[config.mk]
export PLATFORM = sky130hd
export DESIGN_NAME = acld_front
export DESIGN_NICKNAME = d
export VERILOG_FILES = /design/src/rtl/acld_pkg.sv /design/src/rtl/acld_front.sv
export SDC_FILE = /design/constraint.sdc
export NUM_CORES = 1
export LEC_CHECK = 0
export ABC_AREA = 1
export CAP_MARGIN = 0
export CORE_UTILIZATION = 50
export DETAILED_ROUTE_END_ITERATION = 6
export DONT_BUFFER_PORTS = 1
export PLACE_DENSITY_LB_ADDON = 0.08
export SLEW_MARGIN = 20
export SYNTH_ARGS = -nofsm -noshare
export SYNTH_HDL_FRONTEND = slang
export SYNTH_SLANG_ARGS = --single-unit
[constraint.sdc]
create_clock -name i_clk -period 5.9 [get_ports i_clk]
set_clock_uncertainty 0.15 [all_clocks]
set_input_delay 1.18 -clock i_clk [delete_from_list [all_inputs] [get_ports i_clk]]
set_output_delay 1.18 -clock i_clk [all_outputs]
set_load 0.1 [all_outputs]
[src/rtl/acld_pkg.sv]
// ----------------------------------------------------------------------------
// acld_pkg
// Types and constants shared by the AT command line decoder modules.
// ----------------------------------------------------------------------------
package acld_pkg;

    localparam int LINE_BUFFER_BYTES = 48;
    localparam int MAX_KEPT          = LINE_BUFFER_BYTES - 1;
    // longest valid command: "AT+UART2&3=OFF" is 14 characters
    localparam int MATCH_LEN         = 16;
    localparam int CNT_W             = $clog2(LINE_BUFFER_BYTES);

    // command kinds
    localparam logic [3:0] K_SENSE  = 4'd0;
    localparam logic [3:0] K_FAULT  = 4'd1;
    localparam logic [3:0] K_MOTORQ = 4'd2;
    localparam logic [3:0] K_BRIDGE = 4'd3;
    localparam logic [3:0] K_LED    = 4'd4;
    localparam logic [3:0] K_MODE   = 4'd5;
    localparam logic [3:0] K_NMOS1  = 4'd6;
    localparam logic [3:0] K_NMOS2  = 4'd7;
    localparam logic [3:0] K_UVLO   = 4'd8;

    localparam logic [1:0] T_UART2 = 2'd0;
    localparam logic [1:0] T_UART3 = 2'd1;
    localparam logic [1:0] T_BOTH  = 2'd2;

    typedef struct packed {
        logic [7:0] line_byte;
        logic       end_of_line;
    } t_in_item;

    typedef struct packed {
        logic       accepted;
        logic [3:0] command_kind;
        logic [1:0] bridge_target;
        logic       switch_on;
        logic [2:0] motor_mode;
    } t_out_item;

    // completed line handed from front to back
    typedef struct packed {
        logic [MATCH_LEN-1:0][7:0] text;
        logic [CNT_W-1:0]          count;
    } t_line;

endpackage

[src/rtl/acld_front.sv]
// ----------------------------------------------------------------------------
// acld_front
// Filters incoming bytes and collects the first characters of a line.
// ----------------------------------------------------------------------------
module acld_front import acld_pkg::*; (
    input  logic     i_clk,
    input  logic     i_rst_n,
    input  logic     i_valid,
    input  t_in_item i_item,
    output logic     o_ready,
    output logic     o_line_valid,
    output t_line    o_line,
    input  logic     i_line_ready
);
    logic [MATCH_LEN-1:0][7:0] r_text;
    logic [CNT_W-1:0]          r_count;
    logic                      r_ended;
    logic                      keep;
    logic                      acc;
    logic [CNT_W-1:0]          n_count;

    assign o_ready = i_line_ready;
    assign acc     = i_valid && o_ready;

    // byte classification
    always_comb begin
        keep = !r_ended && i_item.line_byte != 8'h00 && i_item.line_byte != 8'h0d &&
               i_item.line_byte != 8'h0a && i_item.line_byte != 8'h20 &&
               i_item.line_byte != 8'h09 && r_count < CNT_W'(MAX_KEPT);
        n_count = keep ? r_count + CNT_W'(1) : r_count;
        o_line.text = r_text;
        if (keep && r_count < CNT_W'(MATCH_LEN)) begin
            o_line.text[r_count[$clog2(MATCH_LEN)-1:0]] = i_item.line_byte;
        end
        o_line.count = n_count;
        o_line_valid = acc && i_item.end_of_line;
    end

    // line state
    always_ff @(posedge i_clk) begin
        if (!i_rst_n) begin
            r_count <= '0;
            r_ended <= 1'b0;
        end else if (acc) begin
            if (i_item.end_of_line) begin
                r_count <= '0;
                r_ended <= 1'b0;
            end else begin
                r_count <= n_count;
                if (!r_ended && i_item.line_byte == 8'h00) r_ended <= 1'b1;
            end
        end
    end

    always_ff @(posedge i_clk) begin
        if (acc) r_text <= o_line.text;
    end
endmodule

# == Word-level counts from Yosys, hierarchy flattened ==
# Index checks and enable logic that the tools add are counted.
# classes
reduce_logical,16
n_addsub,1
n_eq_ne,4
n_mux,8
magnitude_cmp,4
# ops
op,count
bitwise mux 128 bit,1
2-to-1 mux 128 bit,1
demux 8 bit (select 4 bit),1
inequality test 8 x 4 -> 1 bit (second input constant),3
2-to-1 mux 6 bit,2
logical AND 1 bit,11
zero test 8 bit,1
2-to-1 mux 8 bit,1
inequality test 8 x 6 -> 1 bit (second input constant),1
nonzero test 8 bit,1
adder 6 x 1 -> 6 bit (second input constant),1
less-than comparator 6 x 5 -> 1 bit (second input constant),1
less-than comparator 6 bit (second input constant),1
less-than comparator 4 x 5 -> 1 bit (second input constant),1
greater-or-equal comparator 4 x 1 -> 1 bit (second input constant),1
2-to-1 mux 1 bit,2
AND reduction 2 bit,1
nonzero test 2 bit,1
zero test 1 bit,1
# totals
out_inout_bits,136
reg_bits,135

# == Logic depth before layout (Yosys ltp) ==
# logic_depth
depth_word,9
ltp_mapped,10
mapped_depth_nobuf,10

# == Worst setup path before layout ==
# No wires, ideal clock.
# synth_path
kind,in2out
from,input i_item[2] (netlist bit)
to,output o_line[100] (netlist bit)
t_arrival_ps,3456
cell_stages,9
n_path_buf,2
slack_ps,1114
path_cell_list,nor2_1 nor2_1 nand2_1 nor2_1 nor2_4 nand4_4 buf_6 buf_4 o21ai_1
# synth_rtl
item,line_no,rtl
from (decl),acld_front.sv:9,"input t_in_item i_item,"
to (decl),acld_front.sv:12,"output t_line o_line,"

# == Worst setup path after layout ==
# layout_path
from,register r_count[0]
to,output o_line[65] (netlist bit)
# layout_via
elab_chain_len,6
# layout_lines
item,line_no,rtl
from (decl),acld_front.sv:16,logic [CNT_W-1:0] r_count;
from (signal assigned),acld_front.sv:49,r_count <= n_count;
less-than comparator 4 x 5 -> 1 bit (implied by the code) or greater-or-equal comparator 4 x 1 -> 1 bit (tied branches),acld_front.sv:33,o_line.text[r_count[$clog2(MATCH_LEN)-1:0]] = i_item.line_byte;
logical AND 1 bit (implied by the code),acld_front.sv:33,
2-to-1 mux 8 bit (implied by the code),acld_front.sv:33,
demux 8 bit (select 4 bit),acld_front.sv:33,
bitwise mux 128 bit,acld_front.sv:33,
2-to-1 mux 128 bit (*),acld_front.sv:32,if (keep && r_count < CNT_W'(MATCH_LEN)) begin
# Mark *: on every way between the ends. The rest lies on a longest branch, timed or not.

==> flow_summary.yaml <==
critical_path:
  worst-setup-path-type: "reg2out"
  cp_data_required_time_ns: 4.57
  critical-path-max-stage-delay_ns: 0.59
  kind_of_cell_adding_the_most_delay_to_the_critical_path: "compound AO/OA/AOI/OAI gates"
  critical_path.slowest_cell: "buf_12"
  crit_path_end_kind: "output pin"
  crit_chain: "ha_1 > nand3_1 > a21oi_1 > nor2_4 > nand4_4 > buf_12 > nand2_1 > o21ai_2"
  critical_path.reg2reg.startpoint: "r_count[0]$_SDFFE_PN0P_"
  critical_path_peak_fanout: 170
  startpoint_type: "flip-flop"
  reg2reg_to: "r_text[59]$_DFFE_PP_"
  setup.reg_to_reg.worst_slack_ns: 2.15
  r2r.worst_path.cells: 8
  arrival_time_worst_endpoint_ns: 3.67
  path_buf_inv: 1
pwr:
  share_clk_of_total_power_pct: 39.2
  p_sw_w: 0.000959
  power.ir.vdd_worst_uv: 276
  switching_share_of_total_power_pct: 34.4
  combinationalPowerShare_pct: 20.7
  leakagePower_nw: 3.58
  power_report.internal_total_w: 0.00183
  seqPwrFrac_pct: 40.1
  power.density_mw_per_mm2: 322
layout:
  antenna-diode-count: 0
  area_delta_synth_final_pct: 15.6
  post_route_cells_drive_above_1_share_pct: 19.1
  mostFrequentLayoutCells: "nand2_1, inv_1, edfxtp_1"
  area_used_by_multi_input_combinational_logic_mm2: 0.00317
  nNetsFinal: 917
  final-seq-area_mm2: 0.00398
  layout_commonest_cell: "nand2_1"
  final_core_util_pct: 59.5
  final.fill_count: 1242
  finish.cell_count_without_fillers: 1096
  final_cell_area_mm2: 0.00864
die:
  top_level_ports: 149
  row_count: 44
  die_x_um: 124
  die_h_um: 124
  floorplan.die_area_mm2: 0.0154
  coreArea_mm2: 0.0145
  effective_utilization_at_floorplan_pct: 51.4
synthesis:
  synth.net_count: 939
  synth-adder-area-share_pct: 0.669
  syn_inst: 922
  synth_top_area_cell: "edfxtp_1"
  synth-compound-area-share_pct: 17.3
  ys_seq_elements: 135
  synth_xor_area_share_pct: 0.351
  synth.mux.area_fraction_pct: 0
  synth_top_family_by_area: "simple AND/OR/NAND/NOR gates"
  synth.top_cells.by_area: "edfxtp_1, nand2_1, o21ai_1"
  unique_masters_post_synth: 23
  yosys.area_share.simple_pct: 17.3
  syn_area_mm2: 0.00748
  yosys_warnings: 0
  portion_of_the_post_synthesis_area_used_by_sequential_elements_pct: 53.3
  synthDominantCellAreaShare_pct: 51.4
  post_synth.cell_area_avg_um2: 8.11
sta:
  setup_violations: 0
  fin_crit_sh_pct: 84.8
  fin_setup_tns_ns: 0
  final_hold_slack_ns: 0.323
  worst_case_headroom_to_the_max_slew_limit_pct: 21.0
  hold_viol: 0
  period_minus_slack_ns: 5.00
  max_clock_freq_ghz: 0.200
  tightestPinTransition_ns: 1.18
  slew_violations: 0
  unrepaired_setup_endpoints_after_global_routing: "no"
route:
  route.final.wire_length_um: 19000
  detailedRoute.firstIterationViolations: 535
  via_count: 5951
  dr.pass1.iters: 6
  drt-vias-per-instance: 5.43
  drt.antenna.violating_nets: 0
  wl_per_cell_um: 17.4
  drc: 0
cts:
  cts_buffers: 17
  clock_tree.buffer_depth: 2
  number_of_buffers_inserted_to_repair_setup_after_cts: 0
  holdBufCountCts: 0
  path_clk_slew_ns: 0.06
  clock_tree_from_tritoncts: "done"
  cts-resized-gates: 0
  h-tree-depth: 4
  tritoncts_sink_count: 135
  root_buffer: "clkbuf_16"
  insertion_delay_of_the_later_clocked_pin_in_the_worst_skew_pair_ns: 0.42
status:
  status: "finished clean"
place:
  io_buffer_count: 0
  finalWeightedCongestion: 0.842
  placedInstanceArea_mm2: 0.00798
  hpwlAfterDp_um: 12200
  post-place-cells: 1065
hold_path:
  min_path_type: "reg2reg"
  hold_path_startpoint: "r_count[5]$_SDFFE_PN0P_"
  hold_end: "r_count[5]$_SDFFE_PN0P_"
  min_delay_path_depth: 2
job:
  max-cap-violations: 0
global_routing:
  globalRouteTotalUtil_pct: 25.1
  global_route_wire_length_before_repair_um: 30500
  grt-ovfl-total: 0
  antenna_found_initial: 0
  grt_max_degree: 171
  grt_pass1_vias: 5624
layer usage:
metal	wire length, µm	vias to the layer above	GRT usage (%)
met3	1680	22	9.54
met5	0	-	0
met4	238	0	6.59
met2	9160	194	39.8
li1	-	2959	-
met1	7960	2776	32.1
cells in the mapped netlist:
library cell  number
nand3b_1           1
edfxtp_1         128
xor2_1             3
dfxtp_1            7
nand2_1          296
nor2_4             3
inv_1            137
and3_1             1
buf_6              2
ha_1               4
nand4_4            1
buf_4             21
nor2_1            12
nor3_1             1
buf_1              1
buf_2              5
nand3_1           10
o21ai_1          129
and2_1             2
a21oi_1            8
o21ai_0          121
clkbuf_1          25
inv_2              4
stage by stage:
| stage | power (W) | setup WS, ns |
|---|---|---|
| global placement | 0.00170 | 1.08 |
| finish | 0.00278 | 0.897 |
| CTS | 0.00280 | 0.950 |
| global route | 0.00286 | 0.682 |
| floorplan | 0.00164 | 1.11 |
| detailed placement | 0.00171 | 1.04 |
kinds of logic (layout without fill, tap and decap cells):
kind of cell,after synthesis,after routing
AO/OA/AOI/OAI,258,258
XOR/XNOR,3,3
adder cells (fa/ha/maj),4,4
AND/OR/NAND/NOR,327,327
buffers and inverters,195,185
flip-flops,135,135
how the worst max path moves through the flow:
| stage | startpoint | end | cells past startpoint |
|---|---|---|---|
| finish | r_count[0]$_SDFFE_PN0P_ | o_line[65] | 8 |
| CTS | r_count[0]$_SDFFE_PN0P_ | o_line[80] | 8 |
| detailed placement | i_item[5] | o_line[69] | 8 |
| global placement | i_item[5] | o_line[65] | 8 |
| global route | r_count[0]$_SDFFE_PN0P_ | o_line[70] | 8 |
| floorplan | i_item[2] | o_line[100] | 9 |
final cells by class:
cell class,instances,share of cell area [%]
Timing Repair Buffer,13,1.42
Clock inverter,14,2.06
Inverter,141,6.15
Multi-Input combinational cell,592,36.7
Sequential cell,135,46.1
Clock buffer,17,4.92
Tap cell,184,2.66
sequential cells by signal, indices dropped and copies added (netlist names):
register / count
r_count: 6
r_ended: 1
r_text: 128
worst min-delay path, cell delays in order, from the launching register on:
cell     delay [ns]
dfxtp_1        0.31
nand2_1        0.06
a21oi_1        0.05
power groups by stage:
stage | clock network [W] | registers, W | logic, W
after floorplan | 0 | 0.00114 | 0.000499
final | 0.00109 | 0.00112 | 0.000576
after global routing | 0.00114 | 0.00112 | 0.000600
after detailed placement | 0 | 0.00114 | 0.000575
after global placement | 0 | 0.00114 | 0.000568
after CTS | 0.00111 | 0.00112 | 0.000576
Power figures use the tool's default switching activity.
